==> config.mk <==
export PLATFORM = sky130hd
export DESIGN_NAME = busy_time_overlap_monitor_unit
export DESIGN_NICKNAME = d
export VERILOG_FILES = /design/src/rtl/btom_pkg.sv /design/src/rtl/btom_div.sv /design/src/rtl/busy_time_overlap_monitor_unit.sv
export SDC_FILE = /design/constraint.sdc
export NUM_CORES = 2
export LEC_CHECK = 0
export ABC_AREA = 1
export BUFFER_PORTS_ARGS = -buffer_cell sky130_fd_sc_hd__buf_2
export CORE_MARGIN = 5
export CORE_UTILIZATION = 50
export CTS_BUF_LIST = sky130_fd_sc_hd__clkbuf_4 sky130_fd_sc_hd__clkbuf_8 sky130_fd_sc_hd__clkbuf_16
export DETAILED_ROUTE_END_ITERATION = 8
export PLACE_DENSITY = 0.67
export SYNTH_ARGS = -nofsm -noshare
export SYNTH_HDL_FRONTEND = slang
export SYNTH_SLANG_ARGS = --single-unit
==> constraint.sdc <==
create_clock -name clk -period 8.15 [get_ports clk]
set_clock_uncertainty 0.15 [all_clocks]
set_input_delay 0.4075 -clock clk [delete_from_list [all_inputs] [get_ports clk]]
set_output_delay 0.4075 -clock clk [all_outputs]
set_load 0.05 [all_outputs]
==> src/rtl/btom_pkg.sv <==
// btom_pkg: shared types and constants of the busy time overlap monitor
// no dependencies; imported by btom_div, busy_time_overlap_monitor_unit and tb
package btom_pkg;

  localparam int SLOTS = 16;
  localparam int SLOT_W = 4;
  localparam int CFG_W = 5;
  localparam int TIME_W = 32;
  localparam int BUSY_W = 48;
  localparam int UTIL_W = 24;
  localparam int CNT_W = 8;
  localparam logic [CFG_W-1:0] SLOTS_IN_USE_RST = CFG_W'(16);

  typedef enum logic [1:0] {
    ACT_INIT   = 2'd0,
    ACT_START  = 2'd1,
    ACT_FINISH = 2'd2,
    ACT_REPORT = 2'd3
  } action_t;

  typedef enum logic [2:0] {
    ST_OK          = 3'd0,
    ST_BAD_SLOT    = 3'd1,
    ST_NOT_STARTED = 3'd2,
    ST_NEGATIVE    = 3'd3,
    ST_ZERO_RUN    = 3'd4
  } status_t;

  typedef enum logic [1:0] {
    FSM_IDLE,
    FSM_EXEC,
    FSM_DIV
  } fsm_t;

  typedef struct packed {
    action_t             action;
    logic [SLOT_W-1:0]   slot;
    logic [TIME_W-1:0]   now;
  } item_t;

  typedef struct packed {
    status_t             status;
    logic [CNT_W-1:0]    overlap_peak;
    logic [31:0]         peak_repeats;
    logic [BUSY_W-1:0]   busy_sum;
    logic [TIME_W-1:0]   run_elapsed;
    logic [UTIL_W-1:0]   utilization;
  } result_t;

endpackage

==> src/rtl/btom_div.sv <==
// btom_div: restoring divider, one quotient bit per cycle, 24-bit quotient
// depends on btom_pkg; the remainder start value must be below the divisor
module btom_div (
  input  logic                          clk,
  input  logic                          rst,
  input  logic                          go,
  input  logic [btom_pkg::TIME_W-1:0]   rem_init,
  input  logic [btom_pkg::UTIL_W-1:0]   low_bits,
  input  logic [btom_pkg::TIME_W-1:0]   divisor,
  output logic                          fin,
  output logic [btom_pkg::UTIL_W-1:0]   quo
);
  import btom_pkg::*;

  localparam int CW = $clog2(UTIL_W);

  logic [TIME_W-1:0] rem;
  logic [TIME_W-1:0] dvs;
  logic [UTIL_W-1:0] sh;
  logic [CW-1:0]     cnt;
  logic              run;
  logic [TIME_W:0]   trial;
  logic [TIME_W:0]   diff;
  logic              ge;

  always_comb begin
    trial = {rem, sh[UTIL_W-1]};
    ge    = trial >= {1'b0, dvs};
    diff  = trial - {1'b0, dvs};
  end

  always_ff @(posedge clk) begin
    if (rst) begin
      run <= 1'b0;
      fin <= 1'b0;
      cnt <= '0;
    end else begin
      fin <= 1'b0;
      if (go) begin
        run <= 1'b1;
        cnt <= CW'(UTIL_W - 1);
      end else if (run) begin
        cnt <= cnt - CW'(1);
        if (cnt == '0) begin
          run <= 1'b0;
          fin <= 1'b1;
        end
      end
    end
  end

  always_ff @(posedge clk) begin
    if (go) begin
      rem <= rem_init;
      dvs <= divisor;
      sh  <= low_bits;
    end else if (run) begin
      rem <= ge ? diff[TIME_W-1:0] : trial[TIME_W-1:0];
      sh  <= {sh[UTIL_W-2:0], ge};
    end
  end

  assign quo = sh;

  assert property (@(posedge clk) disable iff (rst) go |=> run)
    else $error("divider did not start");
  assert property (@(posedge clk) disable iff (rst) fin |-> !run)
    else $error("divider finished while still running");
  assert property (@(posedge clk) disable iff (rst) fin |=> !fin)
    else $error("divider finish pulse too long");

endmodule

==> src/rtl/busy_time_overlap_monitor_unit.sv <==
// busy_time_overlap_monitor_unit: top level, per-slot activity and overlap monitor
// depends on btom_pkg and btom_div
//
// channel   signals                 direction  handshake
// command   start, busy, cmd        in         taken when start && !busy
// result    done, res               out        one-cycle strobe, no stall
// config    slots_we, slots_data    in         written when slots_we
//
// init, start, finish: item taken, handled in EXEC, result strobe registered; busy is low during it
// report: ends in EXEC if saturated or in error, else waits in DIV for 24 btom_div steps
// busy is high from the cycle after an item is taken until the result strobe
// rst is synchronous; it clears slot flags, counts, busy total and run start
// the result is shown for one cycle only; the receiver cannot hold it off
module busy_time_overlap_monitor_unit (
  input  logic                          clk,
  input  logic                          rst,
  input  logic                          start,
  input  btom_pkg::item_t               cmd,
  output logic                          busy,
  output logic                          done,
  output btom_pkg::result_t             res,
  input  logic                          slots_we,
  input  logic [btom_pkg::CFG_W-1:0]    slots_data
);
  import btom_pkg::*;

  localparam logic [CFG_W-1:0] SLOTS_LIM = CFG_W'(SLOTS);

  fsm_t state, state_next;

  item_t             cmd_q;
  logic [CFG_W-1:0]  slots_in_use;
  logic [TIME_W-1:0] slot_start [SLOTS];
  logic [SLOTS-1:0]  slot_started;
  logic [CNT_W-1:0]  open_count;
  logic [CNT_W-1:0]  peak_level;
  logic [31:0]       peak_hits;
  logic [BUSY_W-1:0] busy_total;
  logic [TIME_W-1:0] run_start;

  logic [CFG_W-1:0]  lim;
  logic              slot_ok;
  logic [TIME_W-1:0] st_time;
  logic [TIME_W-1:0] dur;
  logic [BUSY_W:0]   sum_w;
  logic [CNT_W-1:0]  open_inc;
  logic [TIME_W-1:0] run_el;
  logic              util_sat;
  status_t           status_c;
  logic [CNT_W-1:0]  open_next;
  logic [CNT_W-1:0]  peak_next;
  logic [31:0]       hits_next;
  logic [BUSY_W-1:0] busy_next;
  logic              div_go;
  logic              div_fin;
  logic [UTIL_W-1:0] div_quo;

  assign busy = (state != FSM_IDLE);

  always_comb begin
    lim      = (slots_in_use < SLOTS_LIM) ? slots_in_use : SLOTS_LIM;
    slot_ok  = {1'b0, cmd_q.slot} < lim;
    st_time  = slot_start[cmd_q.slot];
    dur      = cmd_q.now - st_time;
    sum_w    = {1'b0, busy_total} + {{(BUSY_W+1-TIME_W){1'b0}}, dur};
    open_inc = (open_count == '1) ? open_count : open_count + CNT_W'(1);
    run_el   = cmd_q.now - run_start;
    util_sat = busy_total[BUSY_W-1:8] >= {{(BUSY_W-8-TIME_W){1'b0}}, run_el};

    status_c  = ST_OK;
    open_next = open_count;
    peak_next = peak_level;
    hits_next = peak_hits;
    busy_next = busy_total;
    unique case (cmd_q.action)
      ACT_INIT: begin
        open_next = '0;
        peak_next = '0;
        hits_next = '0;
        busy_next = '0;
      end
      ACT_START: begin
        if (!slot_ok) begin
          status_c = ST_BAD_SLOT;
        end else begin
          open_next = open_inc;
          if (open_inc > peak_level) begin
            peak_next = open_inc;
            hits_next = '0;
          end else if (open_inc == peak_level && peak_hits != '1) begin
            hits_next = peak_hits + 32'd1;
          end
        end
      end
      ACT_FINISH: begin
        if (!slot_ok) begin
          status_c = ST_BAD_SLOT;
        end else if (!slot_started[cmd_q.slot]) begin
          status_c = ST_NOT_STARTED;
        end else if (cmd_q.now < st_time) begin
          status_c = ST_NEGATIVE;
        end else begin
          busy_next = sum_w[BUSY_W] ? '1 : sum_w[BUSY_W-1:0];
          open_next = (open_count == '0) ? open_count : open_count - CNT_W'(1);
        end
      end
      ACT_REPORT: begin
        if (cmd_q.now < run_start) begin
          status_c = ST_NEGATIVE;
        end else if (cmd_q.now == run_start) begin
          status_c = ST_ZERO_RUN;
        end
      end
      default: status_c = ST_OK;
    endcase
  end

  always_ff @(posedge clk) begin
    if (rst) begin
      state <= FSM_IDLE;
    end else begin
      state <= state_next;
    end
  end

  always_comb begin
    state_next = state;
    div_go     = 1'b0;
    unique case (state)
      FSM_IDLE: begin
        if (start) state_next = FSM_EXEC;
      end
      FSM_EXEC: begin
        if (cmd_q.action == ACT_REPORT && status_c == ST_OK && !util_sat) begin
          div_go     = 1'b1;
          state_next = FSM_DIV;
        end else begin
          state_next = FSM_IDLE;
        end
      end
      FSM_DIV: begin
        if (div_fin) state_next = FSM_IDLE;
      end
      default: state_next = FSM_IDLE;
    endcase
  end

  btom_div u_div (
    .clk      (clk),
    .rst      (rst),
    .go       (div_go),
    .rem_init (busy_total[TIME_W+7:8]),
    .low_bits ({busy_total[7:0], 16'd0}),
    .divisor  (run_el),
    .fin      (div_fin),
    .quo      (div_quo)
  );

  // command capture and slot start times
  always_ff @(posedge clk) begin
    if (state == FSM_IDLE && start) cmd_q <= cmd;
    if (state == FSM_EXEC && cmd_q.action == ACT_START && slot_ok) begin
      slot_start[cmd_q.slot] <= cmd_q.now;
    end
  end

  // activity state
  always_ff @(posedge clk) begin
    if (rst) begin
      slots_in_use <= SLOTS_IN_USE_RST;
      slot_started <= '0;
      open_count   <= '0;
      peak_level   <= '0;
      peak_hits    <= '0;
      busy_total   <= '0;
      run_start    <= '0;
    end else begin
      if (slots_we) slots_in_use <= slots_data;
      if (state == FSM_EXEC) begin
        open_count <= open_next;
        peak_level <= peak_next;
        peak_hits  <= hits_next;
        busy_total <= busy_next;
        if (cmd_q.action == ACT_INIT) begin
          slot_started <= '0;
          run_start    <= cmd_q.now;
        end
        if (cmd_q.action == ACT_START && slot_ok) slot_started[cmd_q.slot] <= 1'b1;
      end
    end
  end

  // result register
  always_ff @(posedge clk) begin
    if (rst) begin
      done <= 1'b0;
    end else begin
      done <= (state == FSM_EXEC && !div_go) || (state == FSM_DIV && div_fin);
    end
  end

  always_ff @(posedge clk) begin
    if (state == FSM_EXEC) begin
      res.status       <= status_c;
      res.overlap_peak <= peak_next;
      res.peak_repeats <= hits_next;
      res.busy_sum     <= busy_next;
      if (cmd_q.action == ACT_REPORT && status_c == ST_OK) begin
        res.run_elapsed <= run_el;
        res.utilization <= util_sat ? '1 : '0;
      end else begin
        res.run_elapsed <= '0;
        res.utilization <= '0;
      end
    end else if (state == FSM_DIV && div_fin) begin
      res.utilization <= div_quo;
    end
  end

  assert property (@(posedge clk) disable iff (rst) done |-> !$past(state == FSM_IDLE))
    else $error("result strobe without an item in work");
  assert property (@(posedge clk) disable iff (rst) done |=> !done)
    else $error("result strobe longer than one cycle");
  assert property (@(posedge clk) disable iff (rst)
    (done && res.status != ST_OK) |-> (res.utilization == '0 && res.run_elapsed == '0))
    else $error("report fields set on an error result");
  assert property (@(posedge clk) disable iff (rst) peak_level >= open_count)
    else $error("open count above recorded peak");

endmodule

; ---- Word level (Yosys, flattened, before mapping)
; Memory sizes are Yosys's and may differ from the RTL's. A register that Yosys moved wholly into a read port is not among the register bits.
; Cells that the tools add are included.
[totals]
word_cells = 148
latch_bits = 0
in_bits = 47
output_inout_bits = 149
ramBits = 512
memories = 1
ff_bits = 432
mem_bits_ro = 0
[memory_table]
columns = name, words, width, read_ports, rd_clocked_by_memory_dff, write_ports, line_no
row1 = slot_start, 16, 32, 1, 1, 1, busy_time_overlap_monitor_unit.sv:33  ; logic [TIME_W-1:0] slot_start [SLOTS];
[classes]
div_mod_pow = 0
n_mux = 59
magnitude_cmp = 9
n_addsub = 8
n_shift = 0
multipliers = 0
reduce_logical = 27
bitwise_logic = 2
eq_ne = 16
[op_table]
columns = operator, count
row1 = 2-to-1 mux 32 bit, 6
row2 = 2-to-1 mux 48 bit, 4
row3 = 2-to-1 mux 24 bit, 6
row4 = case mux 48 bit (2 select lines), 1
row5 = subtractor 32 bit, 3
row6 = less-than comparator 32 bit, 2
row7 = 2-to-1 mux 16 bit, 4
row8 = 2-to-1 mux 8 bit, 8
row9 = case mux 32 bit (2 select lines), 1
row10 = adder 48 x 32 -> 49 bit, 1
row11 = >= comparator 40 x 32 -> 1 bit, 1
row12 = >= comparator 33 x 32 -> 1 bit, 1
row13 = adder 32 x 1 -> 32 bit (second input constant), 1
row14 = equality test 32 bit, 1
row15 = != test 32 bit (second input constant), 1
row16 = case mux 8 bit (3 select lines), 1
row17 = OR 16 bit, 1
row18 = case mux 8 bit (2 select lines), 1
row19 = 2-to-1 mux 5 bit, 3
row20 = 2-to-1 mux 2 bit, 6
row21 = != test 2 bit (second input constant), 6
row22 = 2-to-1 mux 1 bit, 11
row23 = logical AND 1 bit, 10
row24 = case mux 3 bit (3 select lines), 1
row25 = 31 further kinds, 40

; ---- Logic depth before layout (Yosys ltp)
[depth]
word_depth = 13
depth_mapped = 41
mapped_depth_nobuf = 39

; ---- Cells and area by module
; A second synthesis with hierarchy kept.
[unflattened]
hier_cells = 5512
hier_area_um2 = 50013.0
[modules_own_cells]
columns = mod, instances, area_each_um2, cells_each, seq_area_each_um2
row1 = busy_time_overlap_monitor_unit, 1, 43107.6, 4551, 24053.1
row2 = btom_div, 1, 6905.4, 961, 2782.7

; ---- Worst setup path after synthesis
; OpenSTA, ideal clock, no wires.
[synth_path]
path_type = reg2reg
startpoint = register cmd_q[0] in the netlist's numbering
endpoint = register u_div.sh[16] (netlist: u_div.quo[16]), enable pin
setup_time_ns = 0.398
required_time_ns = 7.602
stages_incl_launch_ff = 26
setup_slack_ns = 2.825
period_less_slack_ns = 5.325
arrival_ns = 4.777
path_buffers = 1
cell_sequence = edfxtp_1 -> inv_1 -> ha_1 -> inv_1 -> fa_1 -> nand2_1 -> inv_1 -> nand2_1 -> nand2_2 -> nand2_1 -> nand2_2 -> a21oi_1 -> o21ai_0 -> a21oi_1 -> o21bai_1 -> xnor2_1 -> ha_1 -> nand2_1 -> o21ai_0 -> a21o_1 -> o21bai_1 -> nand3b_1 -> nor2_1 -> nand4_2 -> buf_2 -> nand2_1
[synth_via]
elab_chain_cells = 11
word_cells_on_any_way = 18
cone_classes = add/sub: 1 / order compare: 3 / eq/ne: 1 / mux: 8 / reduce/logical: 5
[synth_lines]
columns = element, line_no
row1 = "start, declared", busy_time_overlap_monitor_unit.sv:31  ; item_t cmd_q;
row2 = "start signal, assigned", busy_time_overlap_monitor_unit.sv:161  ; if (state == FSM_IDLE && start) cmd_q <= cmd;
row3 = "parallel branches: the longest is 7 deep, another holds >= comparator 40 x 32 -> 1 bit", n/a
row4 = logical AND 1 bit (*), busy_time_overlap_monitor_unit.sv:134  ; if (cmd_q.action == ACT_REPORT && status_c == ST_OK && !util_sat) begin
row5 = 2-to-1 mux 1 bit (*), busy_time_overlap_monitor_unit.sv:134
row6 = 2-to-1 mux 1 bit (*), busy_time_overlap_monitor_unit.sv:129  ; unique case (state)
row7 = nonzero test 2 bit (no source line) (*), n/a
row8 = "end signal, assigned", btom_div.sv:56  ; sh <= low_bits;
row9 = "end signal, assigned", btom_div.sv:59  ; sh <= {sh[UTIL_W-2:0], ge};
row10 = "end, declared", btom_div.sv:19  ; logic [UTIL_W-1:0] sh;
; Every way passes the cells marked *.
; A chain may end at the register's enable or synchronous reset.

==> impl_metrics.yaml <==
timing:
  fin_ws_ns: 1.61
  fin_hold_ws_ns: 0.0795
  period_share: 0.802
  finalSetupViolCount: 0
  grt_setup_unrepaired: "no"
  worst_pin_slew_ns: 1.12
  maxSlewHeadroom: 0.254
  setup-tns-final_ns: 0
  drv_slew: 0
  min_period_ns: 6.54
  hold_violations: 0
  max_freq_mhz: 153
grt:
  grt_pass1_wl_mm: 219
  antenna_found_initial: 3
  grt_pass1_vias: 36700
  gr-total-overflow: 0
  gr-usage-all-layers: 0.273
  grt_start_max_net_pins: 167
final_layout:
  fin_cells: 6958
  fin_area_mm2: 0.0558
  postLayoutCoreUtil: 0.569
  syn_to_final_growth_pct: 13.2
  fillers: 8654
  nets: 5821
  layout-drive-gt1-share: 0.0961
die:
  placementRows: 115
  coreArea_mm2: 0.0981
  die_x_um: 324
  die_area_mm2: 0.105
  die_h_um: 324
  io_pins: 196
  start_util: 0.503
synthesis:
  yosysTopAreaCell: "edfxtp_1"
  yosysWarnings: 0
  postSynthAreaPerCell_um2: 9.21
  yosysMostFrequentCell: "nand2_1"
  synth-compound-area-share: 0.129
  synthSimpleGateAreaFrac: 0.156
  synth_mux_area_frac: 0.0260
  synthFlopType: "edfxtp_1"
  synth_edf_count: 769
  ys_async_sr_fraction: 0
  yosys-top-cells-area: "edfxtp_1, nand2_1, dfxtp_1, inv_1, a21oi_1"
  yosysUniqueCellTypes: 59
  synth_top_area_share: 0.468
  yosys-top-cells-count: "nand2_1, edfxtp_1, inv_1, a21oi_1, o21ai_0"
  seq_area_frac_synth: 0.541
  synth-seq-cells: 948
  synth_top_family_by_area: "simple AND/OR/NAND/NOR gates"
  synth_fa_ha_area_frac: 0.0488
  syn_inst: 5354
  syn_area_mm2: 0.0493
  synth-xor-area-share: 0.0220
  syn_nets: 5591
cts:
  cts_buffers: 100
  clock-root-buffer: "clkbuf_16"
  htreeDepth: 3
  clock_sinks: 948
  cts_resized: 0
  cts_buffer_depth: 3
  clkLatencyLatePin_ns: 0.71
  cts_tree: "done"
  clk_pin_slew_ns: 0.06
drt:
  drc: 0
  ant_nets: 0
  viasPerCell: 5.57
  drt_wl_total_mm: 146
  vias: 38700
  routedWlPerCell_um: 21.0
  drt_iter0_drc: 3993
  first_pass_iters: 6
critical_path:
  crit_path_top_delay_cell: "dfxtp_4"
  cp.depth: 29
  arrival_ns: 6.97
  required_ns: 8.59
  worstRegToRegCells: 29
  path_class: "reg -> reg"
  critical-path-max-stage-delay_ns: 0.91
  path_buf_inv: 4
  worst_setup_path_start_kind: "register"
  rrSetupSlack_ns: 1.61
  crit_fanout: 60
  cp-end-kind: "register"
  critPathTopFamily: "compound AO/OA/AOI/OAI gates"
  r2r_end: "busy_total[16]"
  critPathCapture: "busy_total[16]"
  crit_top_cell: "nand2_1"
power_and_ir_drop:
  ir_worst_vdd_mv: 0.179
  p_per_area_mw_per_mm2: 232
  leakage_nw: 23.7
  total_power_mw: 12.9
place:
  place_area_mm2: 0.0519
  dp_hpwl_mm: 98.5
  io_buffers: 195
  gp_congestion: 0.960
  dp_slack_ns: 1.71
  place_inst: 6715
min_path:
  min_from: "start"
  hold_class: "in -> reg"
flow_run:
  drv_cap: 0
outcome:
  status: "complete, no violations"
how the worst min path moves through the flow:
stage	to	cells past startpoint
after floorplan	run_start[10]	2
after global routing	state[0]	3
after detailed placement	run_start[4]	2
after global placement	run_start[31]	2
after CTS	state[0]	3
final	state[0]	3
cells in the final DEF, fill, tap and decap left out, types with 175 or more instances in the layout:
master / Yosys / routed
o21ai_0: 366 / 366
buf_2: 35 / 194
nand3_1: 256 / 256
a21oi_1: 478 / 478
dfxtp_1: 179 / 175
edfxtp_1: 769 / 769
inv_1: 756 / 752
nor2_1: 319 / 300
nand2_1: 1075 / 1075
ha_1: 186 / 186
logic make-up (layout without fill, tap and decap cells):
family | Yosys count | after routing
other | 0 | 2
and+or+nand+nor | 1835 | 1835
buffers and inverters | 981 | 1296
DFF | 948 | 948
muxes | 128 | 128
adders and majority gates | 190 | 190
xor gates and xnor gates | 124 | 124
AOI/OAI and AO/OA | 1148 | 1148
power breakdown:
| group | switching [mW] | internal, mW |
|---|---|---|
| clock network | 1.94 | 2.64 |
| registers | 0.130 | 5.43 |
| logic | 1.95 | 0.843 |
| total | 4.03 | 8.91 |
routing by layer:
layer,vias to the layer above,track usage,part of all wire
met5,-,0,0
li1,18700,-,-
met4,0,0.100,0.037
met1,18300,0.385,0.43
met3,249,0.0339,0.072
met2,1502,0.439,0.46
area by class of cell:
class | instances | area [um2] | share of cell area
inverters | 768 | 2890 | 0.0518
multi-input cells | 3425 | 19000 | 0.340
clock buffers | 140 | 2870 | 0.0514
clock inverters | 47 | 494 | 0.00885
flip-flops and latches | 948 | 26700 | 0.478
well taps | 1287 | 1610 | 0.0288
repair buffers | 341 | 2300 | 0.0412
diodes | 2 | 5.00 | 0.0000897
sequential cells by signal, indices dropped and copies added, names as in the netlist, 2 cells and up, named ones only:
signal	cells
busy_total	48
cmd_q	38
open_count	8
peak_hits	32
peak_level	8
res	147
run_start	32
slot_start	512
slot_started	16
slots_in_use	5
state	2
u_div.cnt	5
u_div.dvs	32
u_div.quo	24
u_div.rem	32
timing repair:
action,4_1_cts,5_1_grt
hold buffers,54,0
endpoints found under the setup margin,0,0
buffers inserted,0,0
hold endpoints to repair,52,0
worst reg2reg max path: cells and delay by family (launching register included):
family | cells | cell delay, ns
AOI/OAI and AO/OA | 13 | 2.61
and+or+nand+nor | 9 | 1.28
DFF | 1 | 0.91
buffers and inverters | 4 | 0.61
adders and majority gates | 2 | 0.60
xor gates and xnor gates | 1 | 0.24
(Power assumes the default switching activity.)
